$ cat config.mk
export PLATFORM = sky130hd
export DESIGN_NAME = lprt_hash
export DESIGN_NICKNAME = d
export VERILOG_FILES = /design/src/design/linear_probe_route_table_assert.svh /design/src/design/lprt_pkg.sv /design/src/design/lprt_hash.sv
export SDC_FILE = /design/constraint.sdc
export NUM_CORES = 1
export LEC_CHECK = 0
export BUFFER_PORTS_ARGS = -buffer_cell sky130_fd_sc_hd__buf_4
export CORE_ASPECT_RATIO = 1.75
export CORE_MARGIN = 1
export CORE_UTILIZATION = 40
export CTS_CLUSTER_DIAMETER = 50
export DETAILED_ROUTE_END_ITERATION = 10
export PLACE_DENSITY_LB_ADDON = 0.2
export RECOVER_POWER = 25
export SYNTH_ARGS = -nofsm -noshare
export SYNTH_HDL_FRONTEND = slang
export SYNTH_SLANG_ARGS = --single-unit
$ cat constraint.sdc
create_clock -name clk -period 1.25 [get_ports clk]
set_input_delay 0.1875 -clock clk [delete_from_list [all_inputs] [get_ports clk]]
set_output_delay 0.1875 -clock clk [all_outputs]
set_load 0.01 [all_outputs]
$ cat src/design/linear_probe_route_table_assert.svh
// Assertion macros shared by the route table RTL.
// LPRT_ASSERT_IMPL: same-cycle implication, checked at every rising edge out of reset.
// LPRT_ASSERT_NEXT: next-cycle implication, checked at every rising edge out of reset.
`ifndef LINEAR_PROBE_ROUTE_TABLE_ASSERT_SVH
`define LINEAR_PROBE_ROUTE_TABLE_ASSERT_SVH
`ifndef SYNTHESIS
`define LPRT_ASSERT_IMPL(name, clk, rst_n, ante, cons) \
    name: assert property (@(posedge clk) disable iff (!rst_n) (ante) |-> (cons)) \
        else $error("route table implication check failed");
`define LPRT_ASSERT_NEXT(name, clk, rst_n, ante, cons) \
    name: assert property (@(posedge clk) disable iff (!rst_n) (ante) |=> (cons)) \
        else $error("route table next-cycle check failed");
`else
`define LPRT_ASSERT_IMPL(name, clk, rst_n, ante, cons)
`define LPRT_ASSERT_NEXT(name, clk, rst_n, ante, cons)
`endif
`endif

$ cat src/design/lprt_pkg.sv
package lprt_pkg;

    localparam int unsigned KEY_W  = 64;
    localparam int unsigned PATH_W = 32;
    localparam int unsigned WORD_W = 16;
    localparam int unsigned HASH_WORDS = 3;
    localparam logic [16:0] HASH_PRIME = 17'd65521;

    localparam logic REQ_PUT = 1'b0;
    localparam logic REQ_GET = 1'b1;

    localparam logic [1:0] STATUS_OK   = 2'd0;
    localparam logic [1:0] STATUS_MISS = 2'd1;
    localparam logic [1:0] STATUS_FULL = 2'd2;

    typedef struct packed {
        logic              req_type;
        logic [KEY_W-1:0]  dest_key;
        logic [PATH_W-1:0] path_in;
    } req_t;

    typedef struct packed {
        logic [1:0]        status;
        logic [PATH_W-1:0] path_out;
    } rsp_t;

    typedef struct packed {
        logic              used;
        logic [KEY_W-1:0]  key;
        logic [PATH_W-1:0] path;
    } slot_entry_t;

endpackage

$ cat src/design/lprt_hash.sv
module lprt_hash #(
    parameter int unsigned SLOTS = 1024,
    parameter int unsigned IDX_W = 10
) (
    input  logic                       clk,
    input  logic                       rst_n,
    input  logic                       start,
    input  logic [lprt_pkg::KEY_W-1:0] key,
    output logic                       done,
    output logic [IDX_W-1:0]           idx
);

    // floor(2^32 / SLOTS): quotient estimate is exact or one low for 16-bit values
    localparam logic [31:0] RECIP   = 32'((64'd1 << 32) / SLOTS);
    localparam logic [16:0] SLOTS_C = 17'(SLOTS);

    logic [15:0] fold;
    logic [15:0] h_mod;
    logic [15:0] h_reg;
    logic [47:0] prod_reg;
    logic [16:0] rem_reg;
    logic [32:0] qn;
    logic [16:0] red;
    logic        v1_reg;
    logic        v2_reg;
    logic        v3_reg;

    always_comb
    begin
        fold = '0;
        for (int w = 0; w < lprt_pkg::HASH_WORDS; w++)
        begin
            fold = fold ^ key[w*lprt_pkg::WORD_W +: lprt_pkg::WORD_W];
        end
    end

    // fold stays below twice the prime: one compare and subtract
    assign h_mod = ({1'b0, fold} >= lprt_pkg::HASH_PRIME)
                 ? 16'({1'b0, fold} - lprt_pkg::HASH_PRIME) : fold;

    assign qn  = {17'b0, prod_reg[47:32]} * {16'b0, SLOTS_C};
    assign red = (rem_reg >= SLOTS_C) ? (rem_reg - SLOTS_C) : rem_reg;
    assign idx = red[IDX_W-1:0];
    assign done = v3_reg;

    always_ff @(posedge clk or negedge rst_n)
    begin
        if (!rst_n)
        begin
            v1_reg <= 1'b0;
            v2_reg <= 1'b0;
            v3_reg <= 1'b0;
        end
        else
        begin
            v1_reg <= start;
            v2_reg <= v1_reg;
            v3_reg <= v2_reg;
        end
    end

    always_ff @(posedge clk)
    begin
        if (start)
        begin
            h_reg <= h_mod;
        end
        prod_reg <= {32'b0, h_reg} * {16'b0, RECIP};
        rem_reg  <= {1'b0, h_reg} - qn[16:0];
    end

endmodule

# == After elaboration in Yosys (flattened, before gate mapping) ==
# Index checks and enable logic that the tools add are counted.
# op_classes
n_addsub,3
magnitude_cmp,2
mux,2
bitwise_logic,2
# op_table
op,count
$xor 16x16->16,2
$ge 17x11->1 const B,1
$sub 16x16->17,1
$ge 16x16->1 const B,1
$mux 16,1
$sub 16x16->16 const B,1
$mux 10,1
$sub 10x1->10 const B,1
# word_totals
regBits,52
input_bits,67
output_inout_bits,11
wordCells,15

# == Longest topological paths before layout ==
# Gate-level depths: netlist of the first run.
# depth
depth_word,4
depth_mapped,6
ltp_nobuf,6

# == Worst setup path before layout of the first run ==
# OpenSTA, ideal clock, no wires.
# synth_timing
path_type,input-to-reg
from,in key[17] (netlist name)
to,reg h_reg[2] (data pin)
setup_time_ns,0.258
t_arrival_ns,1.410
required_time_ns,0.992
setup_slack_ns,-0.418
cell_stages,5
n_path_buf,0
path_cell_list,xnor3_2 ha_1 o2111a_2 and3_1 xnor2_1
# synth_via
elab_chain_cells,4
elab_cells_between_ends,5
cone_classes,add/sub: 1; order compare: 1; mux: 1; bitwise: 2
# synth_rtl
item,line,source
start: declaration,lprt_hash.sv:8,"input logic [lprt_pkg::KEY_W-1:0] key,"
$xor 16x16->16 (*) (2 in series),lprt_hash.sv:33,fold = fold ^ key[w*lprt_pkg::WORD_W +: lprt_pkg::WORD_W];
$sub 16x16->16 or $ge 16x16->1 (tied branches),"lprt_hash.sv:39, lprt_hash.sv:38",
$mux 16 (*),lprt_hash.sv:39,"? 16'({1'b0, fold} - lprt_pkg::HASH_PRIME) : fold;"
named net h_mod[2],lprt_hash.sv:18,logic [15:0] h_mod;
end signal: assignment,lprt_hash.sv:66,h_reg <= h_mod;
end: declaration,lprt_hash.sv:19,logic [15:0] h_reg;
# The timed path passes the listed nets; every way through them passes the cells marked *.
# A chain may end at the register's enable or synchronous reset.

# == Worst setup path after layout of the first run ==
# layout_timing
from,in key[41] (netlist name)
to,reg h_reg[2] (data pin)
# layout_via
elab_chain_cells,3
# layout_rtl
item,line,source
$xor 16x16->16,lprt_hash.sv:33,
$ge 16x16->1,lprt_hash.sv:38,"assign h_mod = ({1'b0, fold} >= lprt_pkg::HASH_PRIME)"
$mux 16,lprt_hash.sv:39,
named net h_mod[2],lprt_hash.sv:18,
# The timed path passes the listed nets, and every way through them passes these cells.

==> flow_summary.yaml, run 1 <==
logic_synthesis:
  synthesis.instances: 63
  synth.cell_area_um2: 1131
  syn_area_per_cell_um2: 17.95
  synth-seq-area-share_pct: 50.88
  yosysTopAreaCellShare_pct: 27.88
  synth_area_leaders: "xnor3_1 28%, edfxtp_1 27%, dfxtp_1 18%"
  ys_types: 18
  synth_common_cells: "14 x xnor3_1, 10 x dfxtp_1, 10 x edfxtp_1, 6 x nor2_1"
  synth-edff-count: 10
  synthFlopType: "edfxtp_1"
  yosysWarnings: 0
  syn-num-nets: 131
  synth-seq-cells: 23
  async_flop_share_pct: 13.04
  yosysTopAreaCell: "xnor3_1"
  synth_most_common_cell: "xnor3_1"
grt:
  grt_pass1_vias: 794
  grt_overflow_total: 0
  grt_max_degree: 13
  antenna_found_initial: 0
  grt_usage_pct: 14.68
  grt_pass1_wl_um: 3291
pwr:
  power.share.clock_pct: 22.7
  pwr-share-seq_pct: 47.6
  p_int_mw: 1.485
  swShare_pct: 22.33
  leakagePower_nw: 0.8974
  peakVddDrop_v: 0.0004976
  total_power_mw: 1.912
  p_switching_mw: 0.4271
  p_comb_share_pct: 29.7
  p_per_area_nw_per_um2: 1069
final_layout:
  drive_above_1_share_pct: 63.24
  syn_to_final_growth_pct: 58.07
  multi_input_area_um2: 575.6
  seqCellArea_um2: 575.6
  post-route-util_pct: 66.47
  nets: 205
  n_antenna_cell: 0
  fin_cells: 163
  fillCellCount: 209
floorplanning:
  io_pins: 78
  start_util_pct: 42.05
  die_h_um: 72.35
  core_um2: 2690
  rows: 25
  chipWidth_um: 42.20
  die_area_um2: 3053
timing:
  finalSetupViolCount: 10
  fin_crit_sh_pct: 121.7
  hold_viol_final: 0
  rsz0062_at_grt: "yes"
  finClkSkew_ps: 0.4867
  relSlewSlack_pct: 63.77
  fin_crit_ps: 1521
  worst_slack_ps: -271.1
  holdWs_ps: 255.8
  max_freq_mhz: 657.4
  tightest_slew_ps: 543.4
  drv_slew: 0
clock_tree:
  clock-root-buffer: "clkbuf_8"
  cts_tree: "done"
  insertion_delay_ps: 250
  htreeDepth: 1
  cts_buffers: 3
  clockBufferDepth: 2
  clk_pin_slew_ps: 70
  numClockSinks: 23
place:
  dpl.cell_count: 155
  numPortBuffers: 61
  dpl.hpwl_um: 1837
  gp_congestion: 0.6823
worst_setup_path:
  cp_num_buf_inv: 1
  crit_type: "primary input to flop"
  crit_slowest_cell: "xnor3_2"
  path_delay_family: "simple AND/OR/NAND/NOR gates"
  crit_path_start_kind: "primary input"
  crit_path_max_fanout: 3
  crit_arrival_ps: 1530
  cp_slowest_stage_delay_ps: 450
  crit_chain: "buf_6 -> xnor3_2 -> nor4_4 -> o2111a_2 -> and3_4 -> xnor2_2"
  cp.required_ps: 1260
  end_kind: "flop"
detailed_routing:
  vias: 775
  vias_per_cell: 4.755
  wire_per_inst_um: 13.84
  drcViolationCount: 0
  routed_wl_um: 2256
  antenna_left: 0
  drtPass1Iterations: 2
  drt_iter0_drc: 6
run_status:
  violations: "setup timing"
  status: "complete, but fails checks"
run:
  maxCapViolations: 0
hold_path:
  hold_class: "primary input to async pin"
kinds of logic (layout without fill, tap and decap cells):
logic type,Yosys count,count (layout),share of synthesized area (%)
flip-flops,23,23,50.88
XOR/XNOR,18,18,33.63
AND/OR/NAND/NOR,16,16,11.28
AO/OA/AOI/OAI,2,2,1.548
buffers and inverters,2,75,0.6631
adder cells (fa/ha/maj),1,1,1.106
multiplexers,1,1,0.8850
power by group through the flow:
stage	Clock, mW	Combinational, mW	Sequential [mW]
finish	0.433	0.568	0.911
global route	0.469	0.602	0.918
CTS	0.448	0.550	0.912
detailed placement	0	0.533	0.928
global placement	0	0.522	0.925
floorplan	0	0.249	0.947
final cells by class:
type,instances,share of cell area [%]
flip-flops and latches,23,32.19
multi-input cells,38,32.19
repair buffers,70,31.00
clock buffers,4,2.519
well taps,27,1.889
inverters,1,0.2099
cells in the final DEF (no fill, tap or decap), types with 2 or more instances in the layout:
cell      instances
xnor3_2           6
clkbuf_8          3
nor4_4            3
buf_4            58
dfxtp_1          10
nand4_1           2
nand2_1           2
nor2_2            2
buf_6             9
edfxtp_1         10
nor2_1            4
xnor3_1          10
dfrtp_1           3
clkbuf_1          3
path summary, 6_finish.rpt:
| kind | startpoint | end | slack (ps) | cells past startpoint |
|---|---|---|---|---|
| max in group asynchronous | rst_n | done | 850 | 2 |
| max reg2reg | h_reg[2] | rem_reg[2] | 750 | 0 |
| min | rst_n | v1_reg | 260 | 2 |
| min reg2reg | h_reg[1] | rem_reg[1] | 340 | 0 |
| min in group clk | start | v1_reg | 300 | 1 |
| max | key[41] | h_reg[2] | -270 | 6 |
per-stage QoR:
| step | setup WS (ps) | TNS, ps | area [µm²] |
|---|---|---|---|
| final | -271.1 | -2265 | 1788 |
| after global routing | -295.9 | -2592 | 1788 |
| after CTS | -273.7 | -2220 | 1745 |
| after detailed placement | -581.6 | -5035 | 1659 |
| after global placement | -532.5 | -4924 | 1659 |
| after floorplan | -394.5 | -2773 | 1135 |
per-layer routing:
layer  track usage (%)  share of wire, %
met5                 0                 0
met4             9.722               2.3
met3             2.488               5.3
met2             28.21                60
met1             13.39                33
timing repair:
| action | CTS | global route |
|---|---|---|
| buffers inserted | 1 | 2 |
| endpoints found under the setup margin | 10 | 10 |
| resized for setup | 7 | 12 |
| endpoints found under the hold margin | 3 | 0 |
| hold buffers | 1 | 0 |
| pin swaps | 7 | 9 |
(Power assumes the default switching activity.)
==> run 2: changes to the inputs <==
clock period = 1.5 ns   (was 1.25 ns; I/O delays follow)
==> flow_summary.yaml, run 2 (synthesized netlist as in run 1, its figures left out) <==
timing:
  hold_viol_final: 0
  fin_crit_sh_pct: 103.6
  fin_crit_ps: 1554
  finalSetupViolCount: 3
  drv_slew: 0
  worst_slack_ps: -53.52
  tightest_slew_ps: 524.4
  max_freq_mhz: 643.7
  rsz0062_at_grt: "yes"
  finClkSkew_ps: 0.5340
  holdWs_ps: 293.3
  relSlewSlack_pct: 65.04
worst_setup_path:
  cp_num_buf_inv: 1
  cp_slowest_stage_delay_ps: 440
  crit_arrival_ps: 1570
  crit_path_max_fanout: 3
  crit_type: "primary input to flop"
  cp.required_ps: 1520
  crit_chain: "buf_6 -> xnor3_2 -> nor4_4 -> o2111a_2 -> and3_4 -> xnor2_1"
  crit_slowest_cell: "xnor3_2"
  crit_path_start_kind: "primary input"
  path_delay_family: "simple AND/OR/NAND/NOR gates"
  end_kind: "flop"
grt:
  grt_overflow_total: 0
  grtUsageMet3_pct: 2.488
  antenna_found_initial: 0
  grt-busiest-layer: "met2"
  grt_pass1_wl_um: 3229
  grt_pass1_vias: 794
  grt_usage_pct: 14.56
  use_met2_pct: 28.38
  met1_usage_pct: 13.00
  grt_max_degree: 14
place:
  gp_congestion: 0.6627
  dpl.cell_count: 157
  dpl-instance-area_um2: 1674
  numPortBuffers: 61
run_status:
  violations: "setup timing"
  status: "complete, but fails checks"
detailed_routing:
  drtPass1Iterations: 3
  routed_wl_um: 2070
  drcViolationCount: 0
  wire_per_inst_um: 12.70
  antenna_left: 0
  drt_iter0_drc: 4
  vias: 774
  vias_per_cell: 4.748
hold_path:
  hold_class: "primary input to async pin"
floorplanning:
  io_pins: 78
  chipWidth_um: 42.20
  core_um2: 2690
  die_h_um: 72.35
  start_util_pct: 42.05
  die_area_um2: 3053
  rows: 25
final_layout:
  n_antenna_cell: 0
  fin_cells: 163
  design_area_um2: 1745
  mostFrequentLayoutCell: "buf_4"
  nets: 205
  final_cell_mix: "65 x buf_4, 13 x xnor3_1, 10 x edfxtp_1, 10 x dfxtp_1, 6 x nor2_1"
  syn_to_final_growth_pct: 54.31
  drive_above_1_share_pct: 59.56
  fillCellCount: 207
pwr:
  leakagePower_nw: 0.8858
  peakVddDrop_v: 0.0003861
  p_per_area_nw_per_um2: 903.4
clock_tree:
  clock-root-buffer: "clkbuf_8"
  clk_pin_slew_ps: 70
  insertion_delay_ps: 260
  numClockSinks: 23
  cts_buffers: 3
  clockBufferDepth: 2
  htreeDepth: 1
  cts_tree: "done"
run:
  maxCapViolations: 0
## run 2: through the flow
step	total power [mW]	TNS, ps	setup WS [ps]	util (%)
2_1_floorplan	0.9970	-703.6	-182.0	-
3_3_place_gp	1.216	-2744	-308.8	62.23
3_5_place_dp	1.228	-2761	-321.5	62.23
4_1_cts	1.600	-30.55	-30.55	65.12
5_1_grt	1.654	-214.1	-80.97	64.88
6_report	1.577	-78.77	-53.52	64.88
## run 2: power by group
part	switching [mW]	total (mW)	leakage, nW	internal [mW]
Combinational	0.161	0.458	0.643	0.297
Clock	0.175	0.360	0.0255	0.185
Sequential	0.0170	0.758	0.217	0.741
## run 2: repair_timing
| action | 4_1_cts | 5_1_grt |
|---|---|---|
| setup endpoints to repair | 6 | 10 |
| buffers inserted | 1 | 0 |
| gates resized for setup | 4 | 1 |
| hold buffers | 1 | 0 |
| hold endpoints to repair | 3 | 0 |
| pin swaps | 5 | 1 |
## run 2: area by class of cell
cell class	instances	area (µm²)	area share (%)
Multi-Input combinational cell	38	558.0	31.97
Sequential cell	23	575.6	32.97
Clock inverter	1	5.005	0.2867
Timing Repair Buffer	70	528.0	30.25
Inverter	1	3.754	0.2151
Clock buffer	3	41.29	2.366
Tap cell	27	33.78	1.935
## run 2: final timing paths
kind,start,endpoint,slack (ps),depth (start not counted)
max,key[39],h_reg[2],-50,6
min,rst_n,v1_reg,290,2
max reg2reg,h_reg[8],rem_reg[8],1010,0
min reg2reg,h_reg[9],rem_reg[9],340,0
max in group asynchronous,rst_n,v2_reg,1050,2
min in group clk,start,v1_reg,330,1
## run 2: routing by layer
| metal | vias up | routed length, µm |
|---|---|---|
| li1 | 378 | - |
| met1 | 356 | 639 |
| met2 | 34 | 1237 |
| met3 | 6 | 131 |
| met4 | 0 | 61 |
| met5 | - | 0 |
